[config.mk]
export PLATFORM = sky130hd
export DESIGN_NAME = gds_ram
export DESIGN_NICKNAME = d
export VERILOG_FILES = /design/src/rtl/gds_ram.sv
export SDC_FILE = /design/constraint.sdc
export NUM_CORES = 2
export LEC_CHECK = 0
export BUFFER_PORTS_ARGS = -buffer_cell sky130_fd_sc_hd__buf_2
export CELL_PAD_IN_SITES_DETAIL_PLACEMENT = 1
export CELL_PAD_IN_SITES_GLOBAL_PLACEMENT = 1
export CORE_MARGIN = 10
export CORE_UTILIZATION = 48
export DETAILED_ROUTE_END_ITERATION = 7
export PLACE_DENSITY_LB_ADDON = 0.1
export SYNTH_ARGS = -nofsm -noshare
export SYNTH_HDL_FRONTEND = slang
export SYNTH_MEMORY_MAX_BITS = 65536
export SYNTH_SLANG_ARGS = --single-unit
export TNS_END_PERCENT = 5
[constraint.sdc]
create_clock -name clk -period 8 [get_ports clk]
set_input_delay 0.8 -clock clk [delete_from_list [all_inputs] [get_ports clk]]
set_output_delay 0.8 -clock clk [all_outputs]
set_load 0.05 [all_outputs]
[src/rtl/gds_ram.sv]
// ============================================================================
// gds_ram: generic simple dual port memory
// One write port and one read port with a registered read; the read data
// holds its value while no read is requested.
// ============================================================================
`default_nettype none

module gds_ram #(
	parameter int WIDTH = 17,
	parameter int DEPTH = 256,
	localparam int AW = (DEPTH > 1) ? $clog2(DEPTH) : 1
) (
	input  wire              clk,
	input  wire              wr_en,
	input  wire [AW-1:0]     wr_addr,
	input  wire [WIDTH-1:0]  wr_data,
	input  wire              rd_en,
	input  wire [AW-1:0]     rd_addr,
	output logic [WIDTH-1:0] rd_data
);

	logic [WIDTH-1:0] mem_q [DEPTH];
	logic [WIDTH-1:0] rd_data_q;

	always_ff @(posedge clk) begin
		if (wr_en) begin
			mem_q[wr_addr] <= wr_data;
		end
		if (rd_en) begin
			rd_data_q <= mem_q[rd_addr];
		end
	end

	assign rd_data = rd_data_q;

endmodule

`default_nettype wire

==> metrics.cfg <==
[sta]
setup_violations = 0
rsz0062_at_grt = no
period_share = 0.5712
relSlewSlack = 0.07416
maxSlewViolCount = 0
skew_ns = 0.08356
worst_slew_pin_slew_ns = 1.389
fmax_mhz = 218.8
layout_min_cycle_time_ns = 4.570
fin_setup_tns_ns = 0
finalHoldViolCount = 0
timing.hold.ws_ns = 0.2430

[clock_tree]
cts_sinks = 4369
cts.clk_slew.worst_paths_ns = 0.06
cts_resized = 0
cts-htree-levels = 5
ctsRootBufferMaster = clkbuf_16
ctsHoldBuffers = 0
cts_tree = done
clk_latency_ns = 1.02
cts_made_buffers = 449
cts_setup_buffers = 0
clk_path_buf_depth = 4

[run_status]
status = finished, final reports clean

[global_routing]
grt_max_degree = 177
overflow = 0
grt_pass1_wl_um = 702400
grt_pass1_vias = 86710
grt.total_usage = 0.2605
grt_antenna_before_repair = 41

[logic_synthesis]
synth_seq_cells = 4369
synth_compound_area_frac = 0.02702
synth.net_count = 7833
synth-main-ff-cell = edfxtp_1
avgSynthCellArea_um2 = 21.79
synth.distinct_cells = 73
synthXorXnorAreaFrac = 0
ys_seq_area_frac = 0.7723
synth_adder_area_share = 0
synth_top_family_by_area = multiplexers
synth_mux_area_frac = 0.1574
synth_edf_count = 4369
synth-simple-area-share = 0.02188
netlist_instances = 7797
synthesis.area_mm2 = 0.1699
async_flop_share = 0
ys_warn_count = 0

[die]
core_area_mm2 = 0.3527
die_h_um = 614.9
die-area_mm2 = 0.3781
start_util = 0.4817
io_pins = 53
die_x_um = 614.9
num_rows = 218

[place]
gp_congestion = 0.8942
io_buffers = 52
hpwl_um = 297900

[detailed_routing]
viasPerCell = 6.381
drtAntennaViolNets = 0
drt_iter0_drc = 11235
wl_per_cell_um = 37.87
first_pass_iters = 6
post-route-drc-count = 0
routed_wirelength_um = 504500
num_vias = 85007

[setup_path]
cp.required_ns = 8.73
start_kind = input pin
cp.arrival_ns = 5.30
critPathMaxFanout = 80
crit_type = in -> reg
end_kind = flop

[power_and_ir_drop]
power_density_mw_per_mm2 = 251.7
p_leak_nw = 59.92
vdd_drop_max_uv = 187.0

[finish]
final_common_cell = edfxtp_1
final_cell_mix = 4369 x edfxtp_1, 897 x mux4_2, 509 x mux2i_1
area_growth_pct = 12.21
nNetsFinal = 8235
drive_gt1_frac = 0.2558

[flow_run]
maxCapViolCount = 0

[hold_path]
hold_path_class = in -> reg

==> final cells by class <==
class / instances / area, um^2
clock buffers: 561 / 11780
clock inverters: 252 / 2198
multi-input cells: 2957 / 35790
inverters: 5 / 32.53
well taps: 4730 / 5918
fillers: 30025 / 162100
repair buffers: 417 / 3622
diodes: 30 / 75.07
flip-flops and latches: 4369 / 131200
==> critical path, stage by stage <==
cell	delay [ns]
buf_12	0.50
buf_12	0.39
buf_4	0.38
mux4_2	0.55
mux4_2	0.48
a22o_1	0.32
a31oi_1	0.77
a22oi_1	0.42
and3_1	0.32
==> flip-flops by register name, indices dropped and copies added (netlist names) <==
signal / count
rd_data: 17
mem_q: 4352
==> synthesized netlist by cell type, types with 8 or more instances <==
cell | count | area share
a211oi_1 | 16 | 0.00071
a21oi_1 | 108 | 0.0032
a22o_1 | 13 | 0.00067
a22oi_1 | 33 | 0.0015
a31oi_1 | 14 | 0.00052
a32oi_1 | 9 | 0.00046
and3_1 | 8 | 0.00029
buf_1 | 38 | 0.00084
buf_12 | 44 | 0.0052
buf_2 | 95 | 0.0028
buf_4 | 37 | 0.0016
buf_6 | 57 | 0.0038
buf_8 | 30 | 0.0027
clkbuf_1 | 150 | 0.0033
clkbuf_8 | 12 | 0.00097
edfxtp_1 | 4369 | 0.77
mux2_2 | 20 | 0.0013
mux2i_1 | 509 | 0.030
mux4_1 | 46 | 0.0071
mux4_2 | 897 | 0.12
nand2_1 | 216 | 0.0048
nand3_1 | 65 | 0.0019
nand4_1 | 21 | 0.00077
nor2_1 | 333 | 0.0074
nor2b_1 | 14 | 0.00052
nor3_1 | 109 | 0.0032
nor4_1 | 14 | 0.00052
o21ai_0 | 42 | 0.0012
o221ai_1 | 134 | 0.0069
o22a_1 | 11 | 0.00057
o22ai_1 | 186 | 0.0068
o311a_1 | 14 | 0.00082
o311ai_0 | 13 | 0.00067
or3_1 | 14 | 0.00052
==> where the power goes <==
part           total, mW  switching (mW)  internal, mW
sequential          25.3          0.0452          25.3
clock               20.2            8.87          11.3
combinational       2.48            1.71         0.765
total               48.0            10.6          37.3
==> kinds of logic after synthesis <==
family,count (synthesis)
multiplexers,1472
AO/OA/AOI/OAI,649
flip-flops,4369
buffers and inverters,471
AND/OR/NAND/NOR,836
==> per-stage QoR <==
step / area [um^2] / instances / worst slack (ns) / power (mW) / utilization
floorplan: 169900 / 7797 / 4.892 / 27.07 / -
global placement: 176500 / 12474 / 2.016 / 28.22 / 0.5005
detailed placement: 176600 / 12478 / 2.277 / 28.27 / 0.5006
CTS: 190500 / 13291 / 3.343 / 48.30 / 0.5403
global route: 190600 / 13312 / 3.050 / 49.32 / 0.5404
finish: 190600 / 13321 / 3.430 / 47.98 / 0.5405
==> worst paths after layout <==
path / from / end / slack (ns) / depth (start not counted)
setup / recovery: rd_addr[0] / rd_data[11]$_DFFE_PP_ / 3.43 / 9
hold / removal: wr_data[7] / mem_q[155][7]$_DFFE_PP_ / 0.24 / 1
setup reg to reg: mem_q[155][5]$_DFFE_PP_ / rd_data[5]$_DFFE_PP_ / 4.49 / 5
hold reg to reg: mem_q[38][8]$_DFFE_PP_ / rd_data[8]$_DFFE_PP_ / 1.22 / 6
==> routing by layer <==
layer / global-route usage / vias to the layer above / share of wire / wire length, um
met2: 0.4006 / 3773 / 0.46 / 232800
met4: 0.07903 / 19 / 0.034 / 17250
met3: 0.04958 / 771 / 0.083 / 41740
li1: - / 33839 / - / -
met5: 0 / - / 0.00036 / 183
met1: 0.3824 / 46605 / 0.42 / 212600
(Power assumes the default switching activity.)
